File: src/hw/rtl/skf_pkg.sv
// shared constants, control word layout and microprogram for the scalar kalman filter
// no dependencies; used by every other file of the block
`default_nettype none

package skf_pkg;

    localparam int DATA_W = 32;                   // value width, q16.16
    localparam int FRAC_W = 16;                   // fraction bits of values and gain
    localparam int PROD_W = DATA_W + 1 + FRAC_W;  // widest product
    localparam int PC_W   = 3;
    localparam int CNT_W  = $clog2(FRAC_W);

    // datapath operations
    localparam logic [2:0] OP_LOAD = 3'd0;
    localparam logic [2:0] OP_PRED = 3'd1;
    localparam logic [2:0] OP_DEN  = 3'd2;
    localparam logic [2:0] OP_CHK  = 3'd3;
    localparam logic [2:0] OP_DIV  = 3'd4;
    localparam logic [2:0] OP_MULE = 3'd5;
    localparam logic [2:0] OP_MULV = 3'd6;
    localparam logic [2:0] OP_EMIT = 3'd7;

    // sequencing conditions
    localparam logic [2:0] CND_NEXT     = 3'd0;
    localparam logic [2:0] CND_ALWAYS   = 3'd1;
    localparam logic [2:0] CND_FLAG     = 3'd2;
    localparam logic [2:0] CND_LOOP     = 3'd3;
    localparam logic [2:0] CND_WAIT_IN  = 3'd4;
    localparam logic [2:0] CND_WAIT_OUT = 3'd5;

    // step addresses
    localparam logic [PC_W-1:0] ST_LOAD = 3'd0;
    localparam logic [PC_W-1:0] ST_PRED = 3'd1;
    localparam logic [PC_W-1:0] ST_DEN  = 3'd2;
    localparam logic [PC_W-1:0] ST_CHK  = 3'd3;
    localparam logic [PC_W-1:0] ST_DIV  = 3'd4;
    localparam logic [PC_W-1:0] ST_MULE = 3'd5;
    localparam logic [PC_W-1:0] ST_MULV = 3'd6;
    localparam logic [PC_W-1:0] ST_EMIT = 3'd7;

    typedef struct packed {
        logic [2:0]      op;
        logic [2:0]      cond;
        logic [PC_W-1:0] target;
    } ucode_t;

    // datapath control from the sequencer
    typedef struct packed {
        logic [2:0] op;
        logic       take;   // input transfer this cycle
        logic       emit;   // result goes to the output register
    } dp_ctrl_t;

    // microprogram rom
    function automatic ucode_t skf_ucode(input logic [PC_W-1:0] pc);
        ucode_t w;
        begin
            unique case (pc)
                ST_LOAD: w = '{op: OP_LOAD, cond: CND_WAIT_IN,  target: ST_PRED};
                ST_PRED: w = '{op: OP_PRED, cond: CND_NEXT,     target: ST_DEN};
                ST_DEN:  w = '{op: OP_DEN,  cond: CND_NEXT,     target: ST_CHK};
                ST_CHK:  w = '{op: OP_CHK,  cond: CND_FLAG,     target: ST_MULE};
                ST_DIV:  w = '{op: OP_DIV,  cond: CND_LOOP,     target: ST_DIV};
                ST_MULE: w = '{op: OP_MULE, cond: CND_NEXT,     target: ST_MULV};
                ST_MULV: w = '{op: OP_MULV, cond: CND_NEXT,     target: ST_EMIT};
                ST_EMIT: w = '{op: OP_EMIT, cond: CND_WAIT_OUT, target: ST_LOAD};
                default: w = '{op: OP_LOAD, cond: CND_ALWAYS,   target: ST_LOAD};
            endcase
            return w;
        end
    endfunction

endpackage

`default_nettype wire

File: src/hw/rtl/skf_sequencer.sv
// microcode sequencer: step counter, divide loop counter and jump logic
// depends on skf_pkg for the control word layout and the program rom
`default_nettype none

module skf_sequencer (
    input  wire                 aclk,
    input  wire                 aresetn,
    input  wire                 in_valid,
    input  wire                 out_free,
    input  wire                 flag,
    output skf_pkg::dp_ctrl_t   ctrl,
    output logic                in_ready
);
    import skf_pkg::*;

    logic [PC_W-1:0]  pc_reg, pc_next;
    logic [CNT_W-1:0] cnt_reg, cnt_next;
    ucode_t           uw;
    logic [PC_W-1:0]  pc_inc;

    assign uw     = skf_ucode(pc_reg);
    assign pc_inc = pc_reg + PC_W'(1);

    always_comb begin
        unique case (uw.cond)
            CND_NEXT:     pc_next = pc_inc;
            CND_ALWAYS:   pc_next = uw.target;
            CND_FLAG:     pc_next = flag ? uw.target : pc_inc;
            CND_LOOP:     pc_next = (cnt_reg != '0) ? uw.target : pc_inc;
            CND_WAIT_IN:  pc_next = in_valid ? pc_inc : pc_reg;
            CND_WAIT_OUT: pc_next = out_free ? uw.target : pc_reg;
            default:      pc_next = ST_LOAD;
        endcase
    end

    always_comb begin
        cnt_next = cnt_reg;
        if (uw.op == OP_CHK) begin
            cnt_next = CNT_W'(FRAC_W - 1);
        end else if (uw.op == OP_DIV && cnt_reg != '0) begin
            cnt_next = cnt_reg - CNT_W'(1);
        end
    end

    assign in_ready  = (uw.op == OP_LOAD);
    assign ctrl.op   = uw.op;
    assign ctrl.take = (uw.op == OP_LOAD) && in_valid;
    assign ctrl.emit = (uw.op == OP_EMIT) && out_free;

    always_ff @(posedge aclk) begin
        if (!aresetn) begin
            pc_reg  <= ST_LOAD;
            cnt_reg <= '0;
        end else begin
            pc_reg  <= pc_next;
            cnt_reg <= cnt_next;
        end
    end

endmodule

`default_nettype wire

File: src/hw/rtl/skf_datapath.sv
// filter datapath: estimate and variance state, adder, restoring divider step, multiplier
// depends on skf_pkg; driven one operation per cycle by skf_sequencer
`default_nettype none

module skf_datapath (
    input  wire                         aclk,
    input  wire                         aresetn,
    input  skf_pkg::dp_ctrl_t           ctrl,
    input  wire  [skf_pkg::DATA_W-1:0]  sample,
    input  wire  [skf_pkg::DATA_W-1:0]  process_noise,
    input  wire  [skf_pkg::DATA_W-1:0]  measure_noise,
    output logic                        flag,
    output logic [skf_pkg::DATA_W-1:0]  estimate
);
    import skf_pkg::*;

    // state
    logic [DATA_W-1:0] est_reg, est_next;
    logic [DATA_W-1:0] var_reg, var_next;
    // working registers
    logic [DATA_W-1:0] smp_reg;
    logic [DATA_W-1:0] pmid_reg;
    logic [DATA_W:0]   den_reg;
    logic [DATA_W:0]   rem_reg;
    logic [FRAC_W-1:0] gain_reg;
    logic [DATA_W:0]   mag_reg;
    logic              neg_reg;
    logic [DATA_W:0]   step_reg;

    logic [DATA_W:0]   psum;
    logic [DATA_W:0]   diff;
    logic              den_zero;
    logic              gain_sat;
    logic [DATA_W+1:0] shifted;
    logic [DATA_W+1:0] trial;
    logic [PROD_W-1:0] prod_e;
    logic [PROD_W-1:0] prod_v;
    logic [FRAC_W:0]   one_minus_gain;
    logic [DATA_W:0]   est_sum;

    assign psum     = {1'b0, var_reg} + {1'b0, process_noise};
    assign diff     = {smp_reg[DATA_W-1], smp_reg} - {est_reg[DATA_W-1], est_reg};
    assign den_zero = (den_reg == '0);
    assign gain_sat = ({1'b0, pmid_reg} >= den_reg);
    assign flag     = den_zero || gain_sat;

    // one restoring divide step
    assign shifted = {rem_reg, 1'b0};
    assign trial   = shifted - {1'b0, den_reg};

    assign one_minus_gain = {1'b1, {FRAC_W{1'b0}}} - {1'b0, gain_reg};
    assign prod_e = PROD_W'(mag_reg) * PROD_W'(gain_reg);
    assign prod_v = PROD_W'(pmid_reg) * PROD_W'(one_minus_gain);

    // step never exceeds the difference, so the sum stays in range
    assign est_sum = neg_reg ? ({est_reg[DATA_W-1], est_reg} - step_reg)
                             : ({est_reg[DATA_W-1], est_reg} + step_reg);

    always_comb begin
        est_next = est_reg;
        var_next = var_reg;
        if (ctrl.op == OP_MULV) begin
            est_next = est_sum[DATA_W-1:0];
            var_next = prod_v[FRAC_W +: DATA_W];
        end
    end

    always_ff @(posedge aclk) begin
        if (!aresetn) begin
            est_reg <= '0;
            var_reg <= '0;
        end else begin
            est_reg <= est_next;
            var_reg <= var_next;
        end
    end

    always_ff @(posedge aclk) begin
        case (ctrl.op)
            OP_LOAD: begin
                if (ctrl.take) begin
                    smp_reg <= sample;
                end
            end
            OP_PRED: begin
                pmid_reg <= psum[DATA_W] ? {DATA_W{1'b1}} : psum[DATA_W-1:0];
            end
            OP_DEN: begin
                den_reg <= {1'b0, pmid_reg} + {1'b0, measure_noise};
                neg_reg <= diff[DATA_W];
                mag_reg <= diff[DATA_W] ? (~diff + (DATA_W+1)'(1)) : diff;
            end
            OP_CHK: begin
                rem_reg <= {1'b0, pmid_reg};
                if (!den_zero && gain_sat) begin
                    gain_reg <= {FRAC_W{1'b1}};
                end else begin
                    gain_reg <= '0;
                end
            end
            OP_DIV: begin
                if (!trial[DATA_W+1]) begin
                    rem_reg  <= trial[DATA_W:0];
                    gain_reg <= {gain_reg[FRAC_W-2:0], 1'b1};
                end else begin
                    rem_reg  <= shifted[DATA_W:0];
                    gain_reg <= {gain_reg[FRAC_W-2:0], 1'b0};
                end
            end
            OP_MULE: begin
                step_reg <= prod_e[FRAC_W +: DATA_W+1];
            end
            default: begin
            end
        endcase
    end

    assign estimate = est_reg;

endmodule

`default_nettype wire

File: src/hw/rtl/scalar_kalman_filter_core.sv
// top level of the scalar kalman filter: stream ports, noise registers, output register
// depends on skf_pkg, skf_sequencer and skf_datapath
//
// usage:
//   s_ channel carries raw samples (signed q16.16), m_ channel carries the filtered
//   estimate (signed q16.16), one result per sample, in order. a transfer takes place
//   at a rising edge with tvalid and tready both high.
//   cfg port: cfg_wr_en with cfg_addr 0 writes process noise q, 1 writes measurement
//   noise r (both unsigned q16.16). write only while no sample is in flight.
//   an input sample goes through the microprogram's load, predict, denominator and check
//   steps, the 16-step restoring divider that forms the gain, two multiply steps and the
//   emit step, which waits for a free output register; the divider is skipped when the gain
//   is known at once (zero denominator or zero r). all steps share one datapath, so a new
//   sample is taken only once the emit step for the last one has run.
//   reset (aresetn low, synchronous) clears estimate and variance to zero, loads
//   q = 655 and r = 65536 and empties the output register.
//   when the receiver stalls the result waits in the output register; the next sample
//   is still taken and worked on, and the sequencer holds at its emit step until the
//   output register frees up.
`default_nettype none

module scalar_kalman_filter_core (
    input  wire                         aclk,
    input  wire                         aresetn,
    // input stream
    input  wire                         s_tvalid,
    output logic                        s_tready,
    input  wire  [skf_pkg::DATA_W-1:0]  s_tdata,      // [31:0] sample
    // result stream
    output logic                        m_tvalid,
    input  wire                         m_tready,
    output logic [skf_pkg::DATA_W-1:0]  m_tdata,      // [31:0] estimate
    // configuration writes
    input  wire                         cfg_wr_en,
    input  wire  [0:0]                  cfg_addr,
    input  wire  [skf_pkg::DATA_W-1:0]  cfg_wr_data
);
    import skf_pkg::*;

    localparam logic [0:0] REG_PROCESS_NOISE = 1'b0;
    localparam logic [0:0] REG_MEASURE_NOISE = 1'b1;

    logic [DATA_W-1:0] q_reg, q_next;
    logic [DATA_W-1:0] r_reg, r_next;
    logic              out_valid_reg, out_valid_next;
    logic [DATA_W-1:0] out_data_reg;

    dp_ctrl_t          ctrl;
    logic              flag;
    logic              out_free;
    logic [DATA_W-1:0] estimate;

    // noise registers
    always_comb begin
        q_next = q_reg;
        r_next = r_reg;
        if (cfg_wr_en) begin
            case (cfg_addr)
                REG_PROCESS_NOISE: q_next = cfg_wr_data;
                REG_MEASURE_NOISE: r_next = cfg_wr_data;
                default: begin
                end
            endcase
        end
    end

    // output register frees when empty or when its transfer completes
    assign out_free = !out_valid_reg || m_tready;

    always_comb begin
        out_valid_next = out_valid_reg;
        if (ctrl.emit) begin
            out_valid_next = 1'b1;
        end else if (m_tready) begin
            out_valid_next = 1'b0;
        end
    end

    always_ff @(posedge aclk) begin
        if (!aresetn) begin
            q_reg         <= DATA_W'(655);
            r_reg         <= DATA_W'(65536);
            out_valid_reg <= 1'b0;
        end else begin
            q_reg         <= q_next;
            r_reg         <= r_next;
            out_valid_reg <= out_valid_next;
        end
    end

    always_ff @(posedge aclk) begin
        if (ctrl.emit) begin
            out_data_reg <= estimate;
        end
    end

    skf_sequencer u_seq (
        .aclk     (aclk),
        .aresetn  (aresetn),
        .in_valid (s_tvalid),
        .out_free (out_free),
        .flag     (flag),
        .ctrl     (ctrl),
        .in_ready (s_tready)
    );

    skf_datapath u_dp (
        .aclk          (aclk),
        .aresetn       (aresetn),
        .ctrl          (ctrl),
        .sample        (s_tdata),
        .process_noise (q_reg),
        .measure_noise (r_reg),
        .flag          (flag),
        .estimate      (estimate)
    );

    assign m_tvalid = out_valid_reg;
    assign m_tdata  = out_data_reg;

endmodule

`default_nettype wire

File: config.mk
export PLATFORM = sky130hd
export DESIGN_NAME = scalar_kalman_filter_core
export DESIGN_NICKNAME = d
export VERILOG_FILES = /design/src/hw/rtl/skf_pkg.sv /design/src/hw/rtl/skf_sequencer.sv /design/src/hw/rtl/skf_datapath.sv /design/src/hw/rtl/scalar_kalman_filter_core.sv
export SDC_FILE = /design/constraint.sdc
export NUM_CORES = 2
export LEC_CHECK = 0
export BUFFER_PORTS_ARGS = -buffer_cell sky130_fd_sc_hd__buf_4
export CAP_MARGIN = 10
export CORE_UTILIZATION = 63
export CTS_BUF_LIST = sky130_fd_sc_hd__clkbuf_4 sky130_fd_sc_hd__clkbuf_8 sky130_fd_sc_hd__clkbuf_16
export DETAILED_ROUTE_END_ITERATION = 6
export PLACE_DENSITY_LB_ADDON = 0.05
export SKIP_LAST_GASP = 1
export SYNTH_ARGS = -nofsm -noshare
export SYNTH_HDL_FRONTEND = slang
export SYNTH_HIERARCHICAL = 1
export SYNTH_SLANG_ARGS = --single-unit
File: constraint.sdc
create_clock -name aclk -period 10.2 [get_ports aclk]
set_input_delay 2.04 -clock aclk [delete_from_list [all_inputs] [get_ports aclk]]
set_output_delay 2.04 -clock aclk [all_outputs]
set_load 0.005 [all_outputs]
==> qor.csv <==
stage;metric;value;unit
detailed_routing;Iter 0 DRT Violations;3054;
detailed_routing;drt pass-1 iters;7;
min_path;Endpoint, Worst Hold;r_reg[0]$_SDFFE_PN0P_;
timing;RSZ-0062 raised after global routing;false;
critical_path;Worst Setup End Kind;flop;
timing;final slew viol count;0;
timing;final setup vio count;0;
detailed_routing;WL per Instance;20.3;µm
critical_path;critical-path maximum fanout;21;
clock_tree;buffer depth of the longest clock path;3;
floorplan;Ports;104;
timing;clk_skew;0.0230;ns
min_path;worst hold path type;flop to flop;
critical_path;critical path class;flop to flop;
synthesis;mapped cell area;56100;µm²
clock_tree;Setup Fix Bufs, Post-CTS;0;
finish;Antenna Cells;0;
synthesis;number of synthesized flops with an enable pin;244;
clock_tree;H-tree levels;2;
synthesis;sequential fraction of the synthesis area;0.182;
timing;fin crit period;8.86;ns
global_routing;via count of the first global-routing pass;43840;
critical_path;critical path's largest stage delay;0.90;ns
min_path;hold depth;2;
floorplan;die width;300;µm
floorplan;chip height;300;µm
synthesis;synth warn;6;
timing;Worst Tran Pin Value;1.17;ns
global_routing;first-pass GRT wire length;239;mm
detailed_routing;vias per std cell;5.82;
clock_tree;root buffer cell;clkbuf_16;
critical_path;Crit path top cell by count;fa_1;
detailed_routing;Post-DRT Antenna Nets;0;
floorplan;Rows;109;
clock_tree;clk_lat worst skew;0.60;ns
clock_tree;CTS clk-pin slew, worst paths;0.06;ns
placed_design;gpl congestion;0.941;
synthesis;count of cell types in the netlist;97;
synthesis;Primary FF master, synth;edfxtp_1;
floorplan;die area;90300;µm²
clock_tree;CTS tree;done;
finish;Storage cell area;10200;µm²
finish;most common cell after layout, fill and taps aside;nand2_1;
timing;final worst slack;1.34;ns
critical_path;reg2reg setup slack;1.34;ns
critical_path;reg2reg path depth;27;
critical_path;CP Launch Type;flop;
synthesis;Post-Syn Instances;6247;
timing;Tcrit/Tclk final;0.869;
global_routing;global-route total usage across every layer;0.341;
finish;Area Overhead vs Synth;5.95;%
critical_path;Buf/Inv on CP;4;
timing;TNS Setup;0;ns
synthesis;Post-Syn Area per Cell;8.98;µm²
detailed_routing;total wire length;150;mm
min_path;min-delay src;r_reg[0]$_SDFFE_PN0P_;
placed_design;Inst Count DP;7313;
placed_design;PortBufs;103;
critical_path;Critical Path AT;9.36;ns
timing;upper clock frequency limit;0.113;GHz
critical_path;CP max stage cell;edfxtp_1;
global_routing;largest net degree at the start of global routing;70;
clock_tree;CTS Buf Count;43;
critical_path;Critical Path RT;10.70;ns
placed_design;pre-CTS setup slack;1.42;ns
clock_tree;CTS resizes;0;
global_routing;antenna violations before repair;2;
floorplan;CORE AREA;88200;µm²
clock_tree;cts hold-fix bufs;0;
run_status;failing checks;design-rule violations;
critical_path;CP top delay family;adder cells;
finish;most frequent cells in the layout;nand2_1, inv_1, fa_1, ha_1, and2_1;
timing;Fin. Hold Viols;0;
synthesis;post-synthesis register bit count;389;
synthesis;Synth Net Count;7629;
finish;multi-input logic area;40700;µm²
run;MaxCap Viol Count;0;
floorplan;Starting Density;0.636;
placed_design;HPWL Detailed;116;mm
finish;fill count;7281;
timing;relative slew slack;0.220;
critical_path;Reg-to-Reg End;u_dp/var_reg[30]$_SDFFE_PN0N_;
run_status;status;finished with violations;
finish;Nets;7575;
detailed_routing;vias;43056;
clock_tree;Sink Count;389;
detailed_routing;Post-route DRC;4;
critical_path;FF-to-FF Start;u_dp/gain_reg[0]$_DFFE_PP_;
synthesis;asr flop ratio synth;0;
global_routing;total congestion overflow;0;
finish;layout cells sized above 1;0.0544;
finish;Final Non-Filler Cells;7393;
-- layer usage --
metal / vias up / GRT usage / routed length [µm]
li1: 19599 / - / -
met1: 21511 / 0.446 / 59500
met2: 1593 / 0.582 / 73900
met3: 349 / 0.0408 / 10200
met4: 4 / 0.132 / 6260
met5: - / 0 / 23
-- cell usage after synthesis (6+ instances only) --
library cell,count,area [µm²]
nand2_1,1130,4240
inv_1,1117,4190
fa_1,881,17600
ha_1,431,5390
and2_1,296,1850
a21oi_1,259,1300
edfxtp_1,244,7330
clkbuf_1,239,897
xnor2_1,181,1590
o21ai_0,170,851
nor2_1,166,623
dfxtp_1,145,2900
a21o_1,129,968
mux2i_1,83,831
xor2_1,71,622
nand3_1,66,330
nor3_1,61,305
nand4_1,38,238
o21a_1,36,270
nand2b_1,33,206
nor2b_1,30,188
a31oi_1,29,181
o211ai_1,29,218
buf_1,23,86.3
nor4_1,23,144
and3_1,22,138
o21bai_1,22,165
a211oi_1,21,158
or3_1,19,119
nand3b_1,18,135
o21ai_1,16,80.1
o31ai_1,16,120
a211o_1,14,123
buf_2,13,65.1
a31o_2,10,87.6
nand4b_1,9,78.8
nor3b_1,8,60.1
o22ai_1,7,43.8
or2_2,7,43.8
a21boi_0,6,45.0
a311oi_1,6,52.6
buf_4,6,45.0
buf_6,6,67.6
o31a_1,6,52.6
-- kinds of logic (layout without fill, tap and decap cells) --
logic type,Yosys count,in the layout,share of synthesized area
XOR/XNOR,252,252,0.0393
adder cells (fa/ha/maj),1312,1312,0.410
buffers and inverters,1408,1389,0.0961
multiplexers,86,86,0.0154
flip-flops,389,389,0.182
AO/OA/AOI/OAI,835,835,0.0946
AND/OR/NAND/NOR,1965,1965,0.162
-- per-stage QoR --
stage	utilization	area [µm²]	hold slack [ns]
6_report	0.674	59400	0.462
5_1_grt	0.674	59400	0.475
4_1_cts	0.674	59400	0.462
3_5_place_dp	0.657	58000	0.452
3_3_place_gp	0.657	58000	0.450
2_1_floorplan	-	56100	0.430
-- area by class of cell --
type,count,share of cell area
clock buffers,50,0.0191
clock inverters,30,0.00558
inverters,1119,0.0707
multi-input cells,4450,0.684
flip-flops and latches,389,0.172
well taps,1165,0.0245
repair buffers,190,0.0240
-- worst reg2reg max path: stages (launching register included) --
cell	delay, ns
edfxtp_1	0.90
nor2_1	0.15
nand3_1	0.23
nor2_1	0.11
xnor2_2	0.71
buf_4	0.43
nand2_1	0.12
fa_1	0.53
inv_1	0.06
fa_1	0.57
fa_1	0.44
fa_1	0.46
fa_1	0.49
inv_1	0.05
fa_1	0.48
inv_1	0.04
ha_1	0.33
a21o_1	0.20
a21oi_1	0.28
o21bai_1	0.10
a2111oi_0	0.71
nor2_1	0.08
a211o_1	0.34
nand4_1	0.14
a21boi_1	0.11
o21ai_0	0.24
mux2_2	0.36
o22ai_1	0.12
-- worst max-delay path by stage --
stage	end	cells past startpoint	from
after detailed placement	u_dp/var_reg[30]$_SDFFE_PN0N_	29	u_dp/gain_reg[0]$_DFFE_PP_
final	u_dp/var_reg[30]$_SDFFE_PN0N_	27	u_dp/gain_reg[0]$_DFFE_PP_
after floorplan	u_dp/var_reg[30]$_SDFFE_PN0N_	32	u_dp/gain_reg[0]$_DFFE_PP_
after global placement	u_dp/var_reg[30]$_SDFFE_PN0N_	29	u_dp/gain_reg[0]$_DFFE_PP_
after global routing	u_dp/var_reg[30]$_SDFFE_PN0N_	29	u_dp/gain_reg[0]$_DFFE_PP_
after CTS	u_dp/var_reg[30]$_SDFFE_PN0N_	29	u_dp/gain_reg[0]$_DFFE_PP_
Power is left out: the tool's default activity adds up to more than one toggle a clock period on the data nets, which glitch-free logic cannot reach.
